`src/rtl/core/olist_pkg.sv`:
```
// Ordered list engine: shared constants, payload words, command/status structs and FSM states.
// No dependencies; imported by every module of the engine.
`default_nettype none

package olist_pkg;

	localparam int CAPACITY   = 256;
	localparam int DATA_WIDTH = 32;

	localparam int OPC_W   = 2;
	localparam int POS_W   = 9;
	localparam int VALUE_W = 32;
	localparam int STAT_W  = 2;

	localparam int SLOT_W = $clog2(CAPACITY);
	localparam int LINK_W = $clog2(CAPACITY + 1);
	localparam int CNT_W  = LINK_W;
	localparam int CMP_W  = ((POS_W > CNT_W) ? POS_W : CNT_W) + 1;

	localparam int SCAN_W  = 16;
	localparam int NUM_GRP = CAPACITY / SCAN_W;
	localparam int GRP_W   = $clog2(NUM_GRP);
	localparam int ENC_W   = $clog2(SCAN_W);

	typedef enum logic [OPC_W-1:0] {
		OP_INSERT = 2'd0,
		OP_DELETE = 2'd1,
		OP_LOCATE = 2'd2
	} olist_op_t;

	typedef enum logic [STAT_W-1:0] {
		ST_OK    = 2'd0,
		ST_RANGE = 2'd1,
		ST_FULL  = 2'd2
	} olist_status_t;

	typedef struct packed {
		logic [OPC_W-1:0]   opcode;
		logic [POS_W-1:0]   position;
		logic [VALUE_W-1:0] value;
	} olist_in_t;

	typedef struct packed {
		logic [STAT_W-1:0]  status;
		logic [VALUE_W-1:0] removed_value;
		logic [POS_W-1:0]   found_position;
	} olist_out_t;

	typedef struct packed {
		logic          load;
		logic          stat_ld;
		olist_status_t stat;
		logic          scan;
		logic          advance;
		logic          found_ld;
		logic          wr_a;
		logic          wr_b;
		logic          finish;
	} olist_cmd_t;

	typedef struct packed {
		logic [OPC_W-1:0] op;
		logic             ins_bad;
		logic             del_bad;
		logic             full;
		logic             first_pos;
		logic             free_hit;
		logic             walk_hit;
		logic             walk_end;
	} olist_stat_t;

	typedef enum logic [2:0] {
		S_IDLE,
		S_CHECK,
		S_SCAN,
		S_WALK,
		S_WRITE_A,
		S_WRITE_B,
		S_FINISH
	} olist_state_t;

endpackage

`default_nettype wire

```
`src/rtl/core/olist_ctrl.sv`:
```
// Ordered list engine controller: sequences check, free-slot scan, list walk and writeback.
// Depends on olist_pkg; drives olist_dp through olist_cmd_t.
`default_nettype none

module olist_ctrl import olist_pkg::*; (
	input  wire logic        clk,
	input  wire logic        arst_n,
	input  wire logic        start,
	input  wire olist_stat_t stat,
	output olist_cmd_t       cmd,
	output logic             busy
);

	olist_state_t state_q;
	olist_state_t state_d;

	always_ff @(posedge clk or negedge arst_n) begin
		if (!arst_n)
			state_q <= S_IDLE;
		else
			state_q <= state_d;
	end

	always_comb begin
		state_d = state_q;
		cmd     = '0;
		cmd.stat = ST_OK;
		busy    = (state_q != S_IDLE);
		case (state_q)
			S_IDLE: begin
				if (start) begin
					cmd.load = 1'b1;
					state_d  = S_CHECK;
				end
			end
			S_CHECK: begin
				case (stat.op)
					OP_INSERT: begin
						if (stat.ins_bad) begin
							cmd.stat_ld = 1'b1;
							cmd.stat    = ST_RANGE;
							state_d     = S_FINISH;
						end else if (stat.full) begin
							cmd.stat_ld = 1'b1;
							cmd.stat    = ST_FULL;
							state_d     = S_FINISH;
						end else begin
							state_d = S_SCAN;
						end
					end
					OP_DELETE: begin
						if (stat.del_bad) begin
							cmd.stat_ld = 1'b1;
							cmd.stat    = ST_RANGE;
							state_d     = S_FINISH;
						end else begin
							state_d = S_WALK;
						end
					end
					OP_LOCATE: state_d = S_WALK;
					default:   state_d = S_FINISH;
				endcase
			end
			S_SCAN: begin
				cmd.scan = 1'b1;
				if (stat.free_hit)
					state_d = S_WALK;
			end
			S_WALK: begin
				if (stat.walk_hit) begin
					if (stat.op == OP_LOCATE) begin
						cmd.found_ld = 1'b1;
						state_d      = S_FINISH;
					end else begin
						state_d = S_WRITE_A;
					end
				end else if ((stat.op == OP_LOCATE) && stat.walk_end) begin
					state_d = S_FINISH;
				end else begin
					cmd.advance = 1'b1;
				end
			end
			S_WRITE_A: begin
				cmd.wr_a = 1'b1;
				if ((stat.op == OP_INSERT) && !stat.first_pos)
					state_d = S_WRITE_B;
				else
					state_d = S_FINISH;
			end
			S_WRITE_B: begin
				cmd.wr_b = 1'b1;
				state_d  = S_FINISH;
			end
			S_FINISH: begin
				cmd.finish = 1'b1;
				state_d    = S_IDLE;
			end
			default: state_d = S_IDLE;
		endcase
	end

endmodule

`default_nettype wire

```
`config.mk`:
```
export PLATFORM = sky130hd
export DESIGN_NAME = olist_ctrl
export DESIGN_NICKNAME = d
export VERILOG_FILES = /design/src/rtl/core/olist_pkg.sv /design/src/rtl/core/olist_ctrl.sv
export SDC_FILE = /design/constraint.sdc
export NUM_CORES = 1
export LEC_CHECK = 0
export BUFFER_PORTS_ARGS = -buffer_cell sky130_fd_sc_hd__buf_2
export CORE_AREA = 4 4 41 43
export DETAILED_ROUTE_END_ITERATION = 6
export DIE_AREA = 0 0 45 47
export GPL_TIMING_DRIVEN = 0
export PLACE_DENSITY = 0.55
export SYNTH_ARGS = -nofsm -noshare
export SYNTH_HDL_FRONTEND = slang
export SYNTH_SLANG_ARGS = --single-unit
```
`constraint.sdc`:
```
create_clock -name clk -period 2.2 [get_ports clk]
set_input_delay 0.44 -clock clk [delete_from_list [all_inputs] [get_ports clk]]
set_output_delay 0.44 -clock clk [all_outputs]
set_load 0.005 [all_outputs]
```
==> out/metrics.yaml, run 1 <==
status: "finished clean"
postPlaceCellArea_um2: 508
r2r_end: "state_q[0]"
yosysSeqAreaShare_pct: 19.5
r2r_cells: 5
synth_edf_count: 0
start_util_pct: 29.5
syn_nets: 56
crit_fanout: 10
crit_required_ns: 1.76
wirelength_mm: 1.01
fin_worst_skew_ns: 0.00473
tritoncts.num_buffers: 3
netlist_area_um2: 384
worstSetupPathType: "reg -> out"
design_area_um2: 544
core_um2: 1300
cts_setup_buffers: 0
pin_count: 23
yosysTopAreaCell: "dfrtp_1"
cts_tree: "yes"
ant_nets: 0
ff_latch_area_um2: 75.1
place_congestion: 0.749
antenna_found_initial: 0
crit_path_end_kind: "primary output"
die_h_um: 47
multiInputGateArea_um2: 267
hold_viol_final: 0
post-route-drc-count: 0
slew_headroom_pct: 76.2
period_share_pct: 87.7
r2r-start: "state_q[2]"
num_vias: 399
ys_warn_count: 0
layout_min_cycle_time_ns: 1.93
routed_via_density: 4.69
syn_inst: 44
drtIter0Drc: 7
clockBufferDepth: 2
synth_common_cells: "6 x nor2_1, 3 x a21oi_1, 3 x buf_6, 3 x dfrtp_1, 3 x nand2_1"
track_usage_pct: 11.4
drv_slew: 0
num_rows: 13
drt_pass1_iterations: 3
ys_types: 27
timing.fmax_mhz: 518
nFillCells: 153
synth_async_sr_flop_share_pct: 100
grt_overflow: 0
post-synth-top-count-cell: "nor2_1"
synth-main-ff-cell: "dfrtp_1"
reg_top3: "state_q: 3 flops"
hold_path_class: "in -> async"
setup_violations: 0
htree_levels: 1
crit_path_start: "state_q[2]"
cts_sinks: 3
grt_pass1_wl_mm: 1.73
port_buffers: 21
synth_area_leaders: "dfrtp_1 20%, buf_6 8.8%, a2111oi_4 7.2%"
grt_max_degree: 11
die_w_um: 45
synth-seq-cells: 3
worstSetupStartpointType: "register"
dp_cells: 80
cts.clk_slew.worst_paths_ns: 0.04
tightest_slew_ns: 0.357
diodes: 0
vdd_drop_max_mv: 0.393
area_growth_pct: 41.7
ctsHoldBuffers: 1
cts_resized: 0
p_per_area_nw_per_um2: 1130
die-area_um2: 2120
grt_pass1_vias: 387
rsz0062_at_grt: "no"
crit_arrival_ns: 1.49
drive_gt1_share_pct: 50.0
wl_per_cell_um: 11.9
insertion_delay_ns: 0.23
nets: 83
largest_reg_flops: 3
yosysTopAreaCellShare_pct: 19.5
setup_tns_ns: 0
leakagePower_uw: 0.000267
cts-root-buf: "clkbuf_4"
fin_cells: 85
top_register: "state_q"
r2r_slack_ns: 0.86
synth.avg_cell_area_um2: 8.73
maxCapViolCount: 0
[cells in the final DEF, fill, tap and decap left out, drive strengths merged]
master       count
nand2            3
a2111oi          1
nor3b            2
inv              1
nor2             6
o22ai            1
nor3             2
nor2b            2
o311a            1
or3              1
o21ai            3
a31oi            1
o21bai           1
and3             2
o21a             1
dfrtp            3
a21oi            3
clkbuf           4
o31ai            1
dlygate4sd3      1
buf             25
mux2i            1
nor4b            1
nand2b           3
[metrics by stage]
step / worst slack [ns] / hold slack (ns) / util, % / power [uW]
finish: 0.271 / 0.527 / 41.8 / 613
floorplan: 0.744 / 0.144 / - / 408
global route: 0.175 / 0.530 / 41.8 / 680
global placement: 0.396 / 0.236 / 39.0 / 516
CTS: 0.274 / 0.525 / 41.8 / 619
detailed placement: 0.397 / 0.239 / 39.0 / 518
[worst max path at each step]
stage / end / slack, ns / depth (start not counted)
floorplan: cmd[4] / 0.74 / 3
global placement: cmd[4] / 0.40 / 4
detailed placement: cmd[4] / 0.40 / 4
CTS: cmd[4] / 0.27 / 4
global route: cmd[4] / 0.17 / 4
finish: cmd[4] / 0.27 / 4
[routing by layer]
metal / GRT usage [%] / up-vias / wire length [um]
met5: 0 / - / 0
met3: 3.45 / 0 / 59
li1: - / 210 / -
met2: 16.9 / 13 / 454
met1: 15.1 / 176 / 494
met4: 5.26 / 0 / 0
[final cells by class]
type                    count  share of cell area [%]
multi-input cells          36                    49.0
repair buffers             22                    21.1
flip-flops and latches      3                    13.8
plain buffers               4                    7.13
clock buffers               4                    4.83
well taps                  15                    3.45
inverters                   1                   0.690
[power by group]
group          internal (uW)  switching [uW]  total [uW]
Clock                   68.0            28.3        96.3
Sequential              82.9            8.01        90.9
Combinational            195             231         426
Total                    346             268         613
[worst max-delay path: stages (launching register included)]
cell and delay, ns:
dfrtp_1 0.36, buf_6 0.14, nand2b_4 0.16, a2111oi_4 0.41, buf_2 0.18
[kinds of logic (layout without fill, tap and decap cells)]
group	Yosys count	in the layout	share of synthesized area [%]
AO/OA/AOI/OAI	13	13	28.3
buffers and inverters	5	31	11.1
flip-flops	3	3	19.5
multiplexers	1	1	2.61
AND/OR/NAND/NOR	22	22	38.4
(Power assumes the default switching activity.)
==> run 2: changes to the inputs <==
- PLACE_DENSITY: 0.55 -> 0.58
- SLEW_MARGIN: not set -> 10
==> run 2 against run 1 <==
  * Combinational power down 1%
  * Largest power group unchanged
  * Setup slack lost 0.0084 ns
  * Cell count is the same
  * Fmax down 0.43%
  * First-iteration DRC count fell by 43%
  * Sequential share of layout area unchanged
==> out/metrics.yaml, run 2 (synthesis gave the netlist of run 1 again) <==
status: "finished clean"
die_w_um: 45  # unchanged
grt_overflow: 0  # unchanged
grt_pass1_wl_mm: 1.64  # -5.5%
crit_path_end_kind: "primary output"
grt_max_degree: 11  # unchanged
mostFrequentLayoutCells: "22 x buf_2, 6 x nor2_1"
drv_slew: 0  # unchanged
cts_sinks: 3  # unchanged
clockBufferDepth: 2  # unchanged
p_per_area_nw_per_um2: 1120  # -0.76%
die_h_um: 47  # unchanged
hold_path_class: "in -> async"
post-route-drc-count: 0  # unchanged
port_buffers: 21  # unchanged
endpoint: "cmd[4]"
tritoncts.num_buffers: 3  # unchanged
cts_setup_buffers: 0  # unchanged
comb_power_share_pct: 69.1  # -0.4 points
grt_pass1_vias: 379  # -2.1%
maxCapViolCount: 0  # unchanged
hold_viol_final: 0  # unchanged
drtIter0Drc: 4  # -3
r2r_slack_ns: 0.85  # about the same
antenna_found_initial: 0  # unchanged
place_congestion: 0.688  # -8.1%
track_usage_pct: 10.8  # -0.65 points
tightest_slew_ns: 0.348  # -0.00902 ns
num_vias: 400  # +0.25%
num_rows: 13  # unchanged
nets: 83  # unchanged
pin_count: 23  # unchanged
setup_violations: 0  # unchanged
ant_nets: 0  # unchanged
cts-root-buf: "clkbuf_4"
p_clk_share_pct: 15.8  # about the same
cts.clk_slew.worst_paths_ns: 0.04  # about the same
diodes: 0  # unchanged
crit_required_ns: 1.76  # about the same
crit_arrival_ns: 1.50  # about the same
leakagePower_uw: 0.000267  # unchanged
timing.fmax_mhz: 516  # -0.43%
die-area_um2: 2120  # unchanged
reg_top3: "state_q: 3 flops"
setup_tns_ns: 0  # unchanged
nFillCells: 148  # -3.3%
start_util_pct: 29.5  # unchanged
r2r-start: "state_q[2]"
cts_tree: "yes"
p_sw_uw: 263  # -1.7%
worstSetupPathType: "reg -> out"
switching_share_pct: 43.2  # -0.43 points
area_growth_pct: 41.7  # unchanged
internal-power_uw: 346  # about the same
drive_gt1_share_pct: 50.0  # unchanged
wirelength_um: 928  # -7.9%
core_um2: 1300  # unchanged
r2r_end: "state_q[0]"
layout_min_cycle_time_ns: 1.94  # +0.00836 ns
htree_levels: 1  # unchanged
routed_via_density: 4.71  # +0.25%
fin_worst_skew_ns: 0.00432  # -0.000402 ns
top_register: "state_q"
crit_fanout: 10  # unchanged
drt_pass1_iterations: 2  # -1
crit_path_start: "state_q[2]"
post-route-util_pct: 41.8  # unchanged
rsz0062_at_grt: "no"
vdd_drop_max_mv: 0.436  # +11%
final_common_cell: "buf_2"
wl_per_cell_um: 10.9  # -7.9%
period_share_pct: 88.1  # +0.38 points
worstSetupStartpointType: "register"
slew_headroom_pct: 76.8  # +0.60 points
r2r_cells: 5  # unchanged
largest_reg_flops: 3  # unchanged
insertion_delay_ns: 0.23  # about the same
power_frac_seq_pct: 15.1  # +0.3 points
run 2: layout make-up:
cell class | count | area (um^2) | share of cell area, %
timing repair buffer | 22 | 115 | 21.1
multi-input combinational | 36 | 267 | 49.0
tap | 15 | 18.8 | 3.45
sequential | 3 | 75.1 | 13.8
inverter | 1 | 3.75 | 0.690
clock buffer | 4 | 26.3 | 4.83
buffer | 4 | 38.8 | 7.13
run 2: what timing repair did:
item                                   in CTS  in global routing
hold buffers                                1                  0
resized for setup                           0                  0
endpoints found under the hold margin       3                  0
run 2: stage by stage:
step | instance area (um^2) | worst slack [ns] | power, uW | cells | hold slack [ns]
final | 544 | 0.262 | 609 | 85 | 0.527
after global placement | 508 | 0.411 | 517 | 80 | 0.237
after floorplan | 384 | 0.744 | 408 | 44 | 0.144
after detailed placement | 508 | 0.412 | 517 | 80 | 0.239
after global routing | 544 | 0.196 | 679 | 85 | 0.538
after CTS | 544 | 0.261 | 620 | 85 | 0.516
run 2: worst min path at each step:
stage,from,depth (start not counted),slack [ns],to
final,arst_n,2,0.53,state_q[1]
after CTS,arst_n,2,0.52,state_q[1]
after floorplan,arst_n,0,0.14,state_q[0]
after detailed placement,arst_n,1,0.24,state_q[1]
after global routing,arst_n,2,0.54,state_q[1]
after global placement,arst_n,1,0.24,state_q[1]
run 2: power by group through the flow:
stage               combinational [uW]  clock, uW  sequential (uW)
finish                             420       96.2             92.1
global route                       475        110             94.7
CTS                                426        102             92.5
detailed placement                 425          0             92.2
global placement                   425          0             91.5
floorplan                          317          0             91.2
run 2: layer usage:
layer	wire (um)	part of all wire [%]	up-vias	GRT usage, %
met5	0	0	-	0
met4	0	0	0	7.02
met3	91	9.8	0	3.07
met2	365	39	18	12.4
met1	471	51	169	16.4
li1	-	-	213	-
run 2: worst max-delay path, cell delays in order, from the launching register on:
cell and delay [ns]:
dfrtp_1 0.37, buf_6 0.14, nand2b_4 0.16, a2111oi_4 0.40
buf_2 0.18
